===== config.mk =====
export PLATFORM = sky130hd
export DESIGN_NAME = url_percent_decoder_unit_flat
export DESIGN_NICKNAME = d
export VERILOG_FILES = /design/src/hw/rtl/upd_pkg.sv /design/src/hw/rtl/upd_if.sv /design/src/hw/rtl/url_percent_decoder_unit.sv /design/src/flat_wrapper.sv
export SDC_FILE = /design/constraint.sdc
export NUM_CORES = 1
export LEC_CHECK = 0
export BUFFER_PORTS_ARGS = -buffer_cell sky130_fd_sc_hd__buf_4
export CAP_MARGIN = 20
export CORE_MARGIN = 10
export CORE_UTILIZATION = 65
export CTS_BUF_LIST = sky130_fd_sc_hd__clkbuf_8
export DETAILED_ROUTE_END_ITERATION = 16
export PLACE_DENSITY = 0.85
export SKIP_LAST_GASP = 1
export SLEW_MARGIN = 20
export SYNTH_ARGS = -nofsm -noshare
export SYNTH_HDL_FRONTEND = slang
export SYNTH_SLANG_ARGS = --single-unit
export TNS_END_PERCENT = 100

===== constraint.sdc =====
create_clock -name clock -period 7.3 [get_ports clock]
set_input_delay 0.365 -clock clock [delete_from_list [all_inputs] [get_ports clock]]
set_output_delay 0.365 -clock clock [all_outputs]
set_load 0.1 [all_outputs]

===== src/hw/rtl/upd_pkg.sv =====
// ----------------------------------------------------------------------------
// upd_pkg
// types, character codes and hex helpers shared by the url decoder files
// ----------------------------------------------------------------------------
package upd_pkg;

   typedef logic [7:0]  char_type;
   typedef logic [1:0]  kind_type;
   typedef logic [15:0] cap_type;
   typedef logic [15:0] count_type;

   // result kinds
   localparam kind_type KIND_DATA  = 2'd0;
   localparam kind_type KIND_END   = 2'd1;
   localparam kind_type KIND_TRUNC = 2'd2;

   // character codes
   localparam char_type CHR_NUL     = 8'h00;
   localparam char_type CHR_PCT     = 8'h25;
   localparam char_type CHR_QMARK   = 8'h3F;
   localparam char_type CHR_SPACE   = 8'h20;
   localparam char_type CHR_DIGIT0  = 8'h30;
   localparam char_type CHR_LOWER_A = 8'h61;
   localparam char_type CHR_UPPER_A = 8'h41;

   localparam cap_type CAP_RESET = 16'd256;

   // result queue: one waiting word plus the three words of one byte
   localparam int QUEUE_DEPTH = 4;
   localparam int MAX_RESULTS = 3;

   typedef struct packed {
      char_type data;
      kind_type kind;
      logic     last;
   } rsp_word_type;

   function automatic logic is_dec(input char_type c);
      return (c >= CHR_DIGIT0) && (c <= CHR_DIGIT0 + 8'd9);
   endfunction

   function automatic logic is_lower_hex(input char_type c);
      return (c >= CHR_LOWER_A) && (c <= CHR_LOWER_A + 8'd5);
   endfunction

   function automatic logic is_upper_hex(input char_type c);
      return (c >= CHR_UPPER_A) && (c <= CHR_UPPER_A + 8'd5);
   endfunction

   function automatic logic hex_valid(input char_type c);
      return is_dec(c) || is_lower_hex(c) || is_upper_hex(c);
   endfunction

   function automatic logic [3:0] hex_nibble(input char_type c);
      char_type v;
      begin
         if (is_dec(c)) begin
            v = c - CHR_DIGIT0;
         end else if (is_lower_hex(c)) begin
            v = c - CHR_LOWER_A + 8'd10;
         end else begin
            v = c - CHR_UPPER_A + 8'd10;
         end
         return v[3:0];
      end
   endfunction

   function automatic logic is_term(input char_type c);
      return (c == CHR_NUL) || (c == CHR_QMARK) || (c == CHR_SPACE);
   endfunction

endpackage


===== src/hw/rtl/upd_if.sv =====
// ----------------------------------------------------------------------------
// upd channel interfaces
// valid/ready channels for source bytes, results and the capacity register
// ----------------------------------------------------------------------------
interface upd_req_if;
   logic               valid;
   logic               ready;
   upd_pkg::char_type  in_byte;

   modport source (output valid, output in_byte, input ready);
   modport sink   (input valid, input in_byte, output ready);
endinterface

interface upd_rsp_if;
   logic               valid;
   logic               ready;
   upd_pkg::char_type  out_byte;
   upd_pkg::kind_type  out_kind;
   logic               out_last;

   modport source (output valid, output out_byte, output out_kind, output out_last,
                   input ready);
   modport sink   (input valid, input out_byte, input out_kind, input out_last,
                   output ready);
endinterface

interface upd_csr_if;
   logic               valid;
   logic               ready;
   upd_pkg::cap_type   out_capacity;

   modport source (output valid, output out_capacity, input ready);
   modport sink   (input valid, input out_capacity, output ready);
endinterface


===== src/hw/rtl/url_percent_decoder_unit.sv =====
// ----------------------------------------------------------------------------
// url_percent_decoder_unit
// percent decoder for url paths, one source byte per word, with capacity limit
// ----------------------------------------------------------------------------
//
//  channel    dir  payload                          word
//  req_chan   in   in_byte[7:0]                      one source byte
//  rsp_chan   out  out_byte[7:0] out_kind[1:0] last  one decoded byte or end mark
//  csr_chan   in   out_capacity[15:0]                capacity incl. terminator
//
// a source byte is decoded in the cycle it is taken and its zero to three
// result words land in a four-word result queue; one word leaves per cycle
// while rsp ready is high; req ready is high while the queue holds at most one
// word, so with rsp ready high a byte is taken every cycle if it causes at most
// one result; a failed escape gives up to three words and may keep req ready low
// until the queue is down to one word; synchronous active-high reset: normal
// mode, count zero, queue empty, capacity 256; csr writes are taken every cycle
//
module url_percent_decoder_unit (
   input logic        clock,
   input logic        reset,
   upd_req_if.sink    req_chan,
   upd_rsp_if.source  rsp_chan,
   upd_csr_if.sink    csr_chan
);
   import upd_pkg::*;

   // parse modes, one-hot
   typedef enum logic [3:0] {
      MODE_NORMAL = 4'b0001,
      MODE_PCT    = 4'b0010,
      MODE_DIGIT  = 4'b0100,
      MODE_SKIP   = 4'b1000
   } mode_type;

   localparam int CNT_W = $clog2(QUEUE_DEPTH + 1);
   localparam int IDX_W = $clog2(QUEUE_DEPTH);

   // architectural state
   mode_type   mode_ff, mode_in;
   char_type   held_ff, held_in;
   count_type  written_ff, written_in;
   cap_type    cap_ff;

   // result queue, head at entry zero
   rsp_word_type          queue_ff [QUEUE_DEPTH];
   rsp_word_type          queue_in [QUEUE_DEPTH];
   logic [CNT_W-1:0]      cnt_ff, cnt_in;

   // decode results of the current byte
   rsp_word_type          res [MAX_RESULTS];
   logic [1:0]            res_n;

   logic       push;
   logic       pop;
   char_type   b;

   // escape prefix stage
   logic [1:0] pre_n;
   logic       do_plain;
   count_type  w_mid;
   logic [16:0] w_plus3;
   logic [16:0] w_plus1;
   logic [CNT_W-1:0] base;

   assign b = req_chan.in_byte;

   assign req_chan.ready = (cnt_ff <= CNT_W'(1));
   assign push = req_chan.valid && req_chan.ready;

   assign rsp_chan.valid    = (cnt_ff != '0);
   assign rsp_chan.out_byte = queue_ff[0].data;
   assign rsp_chan.out_kind = queue_ff[0].kind;
   assign rsp_chan.out_last = queue_ff[0].last;
   assign pop = rsp_chan.valid && rsp_chan.ready;

   assign csr_chan.ready = 1'b1;

   assign w_plus3 = {1'b0, w_mid} + 17'd3;
   assign w_plus1 = {1'b0, w_mid} + 17'd1;

   // byte decode: escape handling first, then the ordinary byte rules
   always_comb begin
      mode_in    = mode_ff;
      held_in    = held_ff;
      written_in = written_ff;
      pre_n      = 2'd0;
      do_plain   = 1'b0;
      w_mid      = written_ff;
      for (int j = 0; j < MAX_RESULTS; j++) begin
         res[j] = '{data: CHR_NUL, kind: KIND_DATA, last: 1'b0};
      end

      case (mode_ff)
         MODE_SKIP: begin
            if (b == CHR_NUL) begin
               mode_in    = MODE_NORMAL;
               written_in = '0;
            end
         end
         MODE_PCT: begin
            if (hex_valid(b)) begin
               held_in = b;
               mode_in = MODE_DIGIT;
            end else begin
               // lone percent goes out as is
               res[0]   = '{data: CHR_PCT, kind: KIND_DATA, last: 1'b0};
               pre_n    = 2'd1;
               w_mid    = written_ff + 16'd1;
               do_plain = 1'b1;
            end
         end
         MODE_DIGIT: begin
            if (hex_valid(held_ff) && hex_valid(b)) begin
               res[0]     = '{data: {hex_nibble(held_ff), hex_nibble(b)},
                              kind: KIND_DATA, last: 1'b0};
               pre_n      = 2'd1;
               written_in = written_ff + 16'd1;
               mode_in    = MODE_NORMAL;
            end else begin
               // percent and held digit replayed, current byte handled plainly
               res[0]   = '{data: CHR_PCT, kind: KIND_DATA, last: 1'b0};
               res[1]   = '{data: held_ff, kind: KIND_DATA, last: 1'b0};
               pre_n    = 2'd2;
               w_mid    = written_ff + 16'd2;
               do_plain = 1'b1;
            end
         end
         default: begin
            do_plain = 1'b1;
         end
      endcase

      res_n = pre_n;
      if (do_plain) begin
         written_in = w_mid;
         mode_in    = MODE_NORMAL;
         if (is_term(b)) begin
            res[pre_n] = '{data: CHR_NUL, kind: KIND_END, last: 1'b0};
            res_n      = pre_n + 2'd1;
            if (b == CHR_NUL) begin
               written_in = '0;
            end else begin
               mode_in = MODE_SKIP;
            end
         end else if (b == CHR_PCT && w_plus3 < {1'b0, cap_ff}) begin
            mode_in = MODE_PCT;
         end else if (w_plus1 >= {1'b0, cap_ff}) begin
            // no room left for a literal byte
            res[pre_n] = '{data: CHR_NUL, kind: KIND_TRUNC, last: 1'b0};
            res_n      = pre_n + 2'd1;
            mode_in    = MODE_SKIP;
         end else begin
            res[pre_n] = '{data: b, kind: KIND_DATA, last: 1'b0};
            res_n      = pre_n + 2'd1;
            written_in = w_mid + 16'd1;
         end
      end

      if (res_n != 2'd0) begin
         res[res_n - 2'd1].last = 1'b1;
      end
   end

   // result queue: shift on pop, append decode results behind what remains
   assign base = cnt_ff - CNT_W'(pop);

   always_comb begin
      for (int i = 0; i < QUEUE_DEPTH - 1; i++) begin
         queue_in[i] = pop ? queue_ff[i+1] : queue_ff[i];
      end
      queue_in[QUEUE_DEPTH-1] = queue_ff[QUEUE_DEPTH-1];
      if (push) begin
         for (int j = 0; j < MAX_RESULTS; j++) begin
            if (2'(j) < res_n) begin
               queue_in[base[IDX_W-1:0] + IDX_W'(j)] = res[j];
            end
         end
      end
      cnt_in = base + (push ? CNT_W'(res_n) : CNT_W'(0));
   end

   always_ff @(posedge clock) begin
      if (reset) begin
         mode_ff    <= MODE_NORMAL;
         held_ff    <= '0;
         written_ff <= '0;
         cap_ff     <= CAP_RESET;
         cnt_ff     <= '0;
      end else begin
         if (push) begin
            mode_ff    <= mode_in;
            held_ff    <= held_in;
            written_ff <= written_in;
         end
         if (csr_chan.valid) begin
            cap_ff <= csr_chan.out_capacity;
         end
         cnt_ff <= cnt_in;
      end
   end

   // payload words need no reset
   always_ff @(posedge clock) begin
      for (int i = 0; i < QUEUE_DEPTH; i++) begin
         queue_ff[i] <= queue_in[i];
      end
   end

   // queue never overfills
   a_cnt_bound: assert property (@(posedge clock) disable iff (reset)
      cnt_ff <= CNT_W'(QUEUE_DEPTH))
      else $error("result queue overfilled");

   // a word that is not last always has its successor already queued
   a_not_last_has_next: assert property (@(posedge clock) disable iff (reset)
      (rsp_chan.valid && !rsp_chan.out_last) |-> cnt_ff >= CNT_W'(2))
      else $error("non-last word without follower");

   // end marks close the results of their byte
   a_end_is_last: assert property (@(posedge clock) disable iff (reset)
      (rsp_chan.valid && rsp_chan.out_kind != KIND_DATA) |-> rsp_chan.out_last)
      else $error("end mark not last");

   // the held digit of a pending escape is hex
   a_held_hex: assert property (@(posedge clock) disable iff (reset)
      (mode_ff == MODE_DIGIT) |-> hex_valid(held_ff))
      else $error("held digit not hex");

   // reset empties the queue
   a_reset_empty: assert property (@(posedge clock)
      $past(reset) |-> cnt_ff == '0)
      else $error("queue not empty after reset");

endmodule


===== src/flat_wrapper.sv =====
// flat-port wrapper written by rule: the top's interface ports become plain ports
module url_percent_decoder_unit_flat import upd_pkg::*;
  (clock, reset, req_chan_valid, req_chan_in_byte, req_chan_ready, rsp_chan_valid, rsp_chan_out_byte, rsp_chan_out_kind, rsp_chan_out_last, rsp_chan_ready, csr_chan_valid, csr_chan_out_capacity, csr_chan_ready);
  upd_req_if req_chan_i ();
  upd_rsp_if rsp_chan_i ();
  upd_csr_if csr_chan_i ();
  input logic clock;
  input logic reset;
  input wire logic [$bits(req_chan_i.valid)-1:0] req_chan_valid;
  input wire logic [$bits(req_chan_i.in_byte)-1:0] req_chan_in_byte;
  output wire logic [$bits(req_chan_i.ready)-1:0] req_chan_ready;
  output wire logic [$bits(rsp_chan_i.valid)-1:0] rsp_chan_valid;
  output wire logic [$bits(rsp_chan_i.out_byte)-1:0] rsp_chan_out_byte;
  output wire logic [$bits(rsp_chan_i.out_kind)-1:0] rsp_chan_out_kind;
  output wire logic [$bits(rsp_chan_i.out_last)-1:0] rsp_chan_out_last;
  input wire logic [$bits(rsp_chan_i.ready)-1:0] rsp_chan_ready;
  input wire logic [$bits(csr_chan_i.valid)-1:0] csr_chan_valid;
  input wire logic [$bits(csr_chan_i.out_capacity)-1:0] csr_chan_out_capacity;
  output wire logic [$bits(csr_chan_i.ready)-1:0] csr_chan_ready;
  assign req_chan_i.valid = req_chan_valid;
  assign req_chan_i.in_byte = req_chan_in_byte;
  assign req_chan_ready = req_chan_i.ready;
  assign rsp_chan_valid = rsp_chan_i.valid;
  assign rsp_chan_out_byte = rsp_chan_i.out_byte;
  assign rsp_chan_out_kind = rsp_chan_i.out_kind;
  assign rsp_chan_out_last = rsp_chan_i.out_last;
  assign rsp_chan_i.ready = rsp_chan_ready;
  assign csr_chan_i.valid = csr_chan_valid;
  assign csr_chan_i.out_capacity = csr_chan_out_capacity;
  assign csr_chan_ready = csr_chan_i.ready;
  url_percent_decoder_unit u_core (.clock(clock), .reset(reset), .req_chan(req_chan_i), .rsp_chan(rsp_chan_i), .csr_chan(csr_chan_i));
endmodule

; ---- Yosys cells after proc, flatten, opt, wreduce, memory -nomap -nowiden
; Memories as Yosys holds them, arrays and structs flattened.
; Cells that the tools add are included.
[word_totals]
ff_bits = 47
mem_bits_rw = 44
input_bits = 29
output_inout_bits = 14
word_cells = 172
memories = 1
[memory_table]
columns = name, depth, word_bits, rd, rd_clocked_by_memory_dff, wr, line
row1 = u_core.queue_ff, 4, 11, 4, 0, 4, url_percent_decoder_unit.sv:46  ; rsp_word_type queue_ff [QUEUE_DEPTH];
[op_classes]
n_addsub = 21
order_cmp = 28
eq_ne = 9
muxes = 68
bitwise = 11
reduce_logical = 29
[op_table]
columns = cell, count
row1 = 2-to-1 mux 44 bit, 6
row2 = 2-to-1 mux 33 bit, 5
row3 = 2-to-1 mux 16 bit, 9
row4 = bitwise mux 44 bit, 3
row5 = demux 11 bit (select 2 bit), 5
row6 = 2-to-1 mux 11 bit, 10
row7 = bitwise mux 33 bit, 2
row8 = case mux 16 bit (2 select lines), 2
row9 = bitwise AND 30 bit, 2
row10 = inverter 30 bit, 2
row11 = 2-to-1 mux 4 bit, 12
row12 = "adder 16 x 1 -> 16 bit, second input constant", 2
row13 = ">= comparator 8 x 7 -> 1 bit, second input constant", 4
row14 = "<= comparator 8 x 7 -> 1 bit, second input constant", 4
row15 = "== test 8 x 6 -> 1 bit, second input constant", 3
row16 = "subtractor 4 x 1 -> 4 bit, second input constant", 6
row17 = case mux 11 bit (2 select lines), 1
row18 = "adder 16 x 1 -> 17 bit, second input constant", 1
row19 = "adder 16 x 2 -> 17 bit, second input constant", 1
row20 = >= comparator 17 x 16 -> 1 bit, 1
row21 = less-than comparator 17 x 16 -> 1 bit, 1
row22 = "adder 16 x 2 -> 16 bit, second input constant", 1
row23 = "adder 4 bit, second input constant", 4
row24 = ">= comparator 8 x 6 -> 1 bit, second input constant", 2
row25 = 32 further kinds, 77

; ---- Depth between registers and ports, before layout
[logic_depth]
ltp_word = 30
mapped_depth = 32
mapped_depth_nobuf = 29

; ---- Worst setup path after synthesis
; No wires, ideal clock.
[synth_timing]
path_kind = input-to-reg
from = input port req_chan_in_byte[1]
to = memory u_core.queue_ff[3][10] (netlist bit), data pin
setup_time_ns = 0.281
arrival_time_ns = 6.019
t_required_ns = 7.019
path_slack_ns = 1.000
cell_stages = 30
n_path_buf = 3
path_cell_list = buf_2 -> inv_1 -> ha_1 -> o21ba_2 -> o21ai_1 -> buf_2 -> o211ai_1 -> xnor2_1 -> ha_1 -> inv_1 -> a211oi_1 -> nor2b_1 -> nor2b_1 -> nand2_1 -> xnor2_1 -> ha_1 -> nand2_1 -> nor2_1 -> nand3_1 -> or4_1 -> o211ai_1 -> o22a_1 -> o31a_1 -> a31o_2 -> nor3_4 -> buf_4 -> a32oi_1 -> nor2_1 -> a211oi_1 -> a221oi_1
[synth_rtl]
columns = element, line
row1 = "start, declared", flat_wrapper.sv:10  ; input wire logic [$bits(req_chan_i.in_byte)-1:0] req_chan_in_byte;
row2 = "end, declared", url_percent_decoder_unit.sv:46

==> results.cfg <==
[run_status]
status = finished, final reports clean

[floorplan]
start_util_pct = 66.4
rows = 41
die_w_um = 134
pin_count = 43
dieArea_um2 = 17800
coreArea_um2 = 12600
dieHeight_um = 134

[setup_path]
arrival_ps = 7110
slowest_delay_ps = 580
endpoint_kind = flop
cp.required_ps = 7440
crit_slowest_cell = or4_1
cp_common_cell = ha_1
cp_max_fo = 9
crit_type = reg2reg
start_kind = flop

[synthesis]
ys_ff_latch = 91
synth_cells = 1074
avgSynthCellArea_um2 = 7.80
yosys.area_share.simple_pct = 21.9
synth_edf_count = 11
yosysWarningCount = 0
yosysTopAreaCellShare_pct = 19.1
synth.most_common_cell = nand2_1
synth_mux_area_share_pct = 6.94
synth_commonest_cells = nand2_1 (127), nor2_1 (81), dfxtp_1 (80), a21oi_1 (71), mux2i_1 (57)
synth-compound-area-share_pct = 30.3
yosysTopAreaCell = dfxtp_1
synthAdderAreaFrac_pct = 7.56
synth_xor_area_share_pct = 4.70
seq_area_frac_synth_pct = 23.1
yosys-top-cells-area = dfxtp_1 (19%), ha_1 (7.3%), mux2i_1 (6.8%), nand2_1 (5.7%), a21oi_1 (4.2%)
synth_area_um2 = 8380
ys.flop_type = dfxtp_1
synth.net_count = 1153
synth_cell_types = 95
synth_top_family_by_area = compound AO/OA/AOI/OAI gates
async_flop_share_pct = 0

[clock_tree]
clock_sinks = 91
cts_tree = done
clk_pin_slew_ps = 100
cts.path.max_buffers = 2
cts_root_buf = clkbuf_8
h-tree-depth = 3
numCtsBuffers = 9
clock_latency_ps = 400

[routing]
dr.pass1.iters = 7
initialDrtViolationCount = 1665
viasPerCell = 6.99
detail-route-antenna-nets = 0
wire_per_inst_um = 21.3
wirelength_mm = 27.1
drcViolationCount = 0
vias = 8887

[power]
p_per_area_nw_per_um2 = 344
p_comb_share_pct = 61.5
intPower_uw = 1580
vdd_drop_max_mv = 0.347
power.switching_uw = 1560
p_seq_share_pct = 25.8
leakage_uw = 0.00362
clkPwrFrac_pct = 12.7
swShare_pct = 49.6
power_uw = 3140

[sta]
finClkSkew_ps = 14.3
slew_violations = 0
setup_tns_ps = 0
setup_viol = 0
worst_hold_slack_ps = 183
max_freq_mhz = 144
finalHoldViolCount = 0
worstMarginPinSlew_ps = 1030
relSlewSlack_pct = 30.9
fin_crit_sh_pct = 95.5
rsz0062_at_grt = no
fin_crit_ps = 6970

[final_layout]
seqCellArea_um2 = 1930
n_antenna_cell = 0
drive_above_1_share_pct = 12.9
final_net_count = 1174
nFillCells = 1030
multi_input_area_um2 = 6010
area_growth_syn_to_layout_pct = 8.93
utilization_pct = 72.3

[grt]
grt_remaining_overflow = 0
grt_antenna_before_repair = 0
grt_pass1_wl_mm = 43.2
grt_max_degree = 44
grt_pass1_vias = 8295
grt_usage_pct = 29.2

[place]
dpl.hpwl_mm = 19.6
port_buffers = 41
place_congestion = 1.07

[min_path]
hold_path.class = in2reg

[flow_run]
drv_cap = 0
==> placed cells by master (no fill, tap or decap), types with 6 or more instances in the layout <==
master and instances:
and3_1 19, xor2_1 8, buf_4 79, a21oi_1 71
ha_1 49, and2_1 9, o22ai_1 7, a32oi_1 7
o21ai_0 53, nand2b_1 13, edfxtp_1 11, nand2_1 127
clkbuf_8 9, a21o_1 8, mux2i_1 57, inv_1 42
nor2_1 81, a22o_1 16, o21a_1 17, xnor2_1 36
a221oi_1 14, o211ai_1 11, nand4_1 11, nand3_1 24
dfxtp_1 79, a211oi_1 20, a22oi_1 13, o21ai_1 17
o2111ai_1 6, o221ai_1 6, or3_1 14, nor3_1 18
nor4_1 6, a31oi_1 18, nor2b_1 7
==> sequential cells by signal, summed over array words and instances, names as in the netlist <==
register	cells
u_core.queue_ff	44
u_core.mode_ff	4
u_core.cnt_ff	3
u_core.written_ff	16
u_core.cap_ff	16
u_core.held_ff	8
==> per-layer routing <==
metal / routed length [um] / track usage (%)
met5: 0 / 0
met4: 766 / 8.77
met1: 11100 / 39.8
met2: 11400 / 42.4
met3: 3870 / 9.89
==> logic make-up after synthesis <==
kind of cell    Yosys count
simple gates            365
compound gates          353
buf+inv                 111
flops                    91
mux                      58
fa+ha+maj                50
xor+xnor                 45
other cells               1
==> cell type report <==
class / instances / share of cell area (%)
clock buffers: 9 / 1.36
clock inverters: 7 / 1.00
inverters: 42 / 1.73
multi-input cells: 872 / 65.9
flip-flops and latches: 91 / 21.2
well taps: 172 / 2.36
repair buffers: 79 / 6.50
==> worst max-delay path, delay by kind of cell, from the launching register on <==
kind | cells | cell delay [ps]
XOR/XNOR | 1 | 200
AND/OR/NAND/NOR | 9 | 1790
flip-flops | 1 | 440
buffers and inverters | 2 | 270
AO/OA/AOI/OAI | 13 | 3140
adder cells (fa/ha/maj) | 3 | 860
==> power by group through the flow <==
stage / logic, uW / registers [uW] / clock network, uW
floorplan: 1230 / 976 / 0
CTS: 1860 / 802 / 399
detailed placement: 1840 / 811 / 0
global route: 2060 / 822 / 418
global placement: 1810 / 807 / 0
finish: 1930 / 809 / 400
==> what timing repair did <==
| item | 4_1_cts | 5_1_grt |
|---|---|---|
| hold buffers | 0 | 0 |
| gates resized for setup | 0 | 5 |
| setup endpoints to repair | 0 | 49 |
| buffers inserted | 0 | 6 |
| endpoints found under the hold margin | 0 | 0 |
==> metrics by stage <==
step	area (um^2)	cells	setup slack, ps
after floorplan	8380	1074	1000
after global placement	8840	1250	544
after detailed placement	8840	1250	376
after CTS	9060	1266	272
after global routing	9130	1272	30.8
final	9130	1272	332
==> worst paths after layout <==
check | startpoint | slack, ps | endpoint | cells after the start
worst max-delay path | u_core.held_ff[0]$_SDFFE_PP0P_ | 330 | u_core.queue_ff[3][9]$_DFFE_PP_ | 28
worst min-delay path | csr_chan_out_capacity[8] | 180 | u_core.cap_ff[8]$_SDFFE_PP1P_ | 3
worst max register to register | u_core.held_ff[0]$_SDFFE_PP0P_ | 330 | u_core.queue_ff[3][9]$_DFFE_PP_ | 28
worst min register to register | u_core.queue_ff[1][4]$_DFF_P_ | 480 | u_core.queue_ff[1][4]$_DFF_P_ | 2
(Power assumes the default switching activity.)
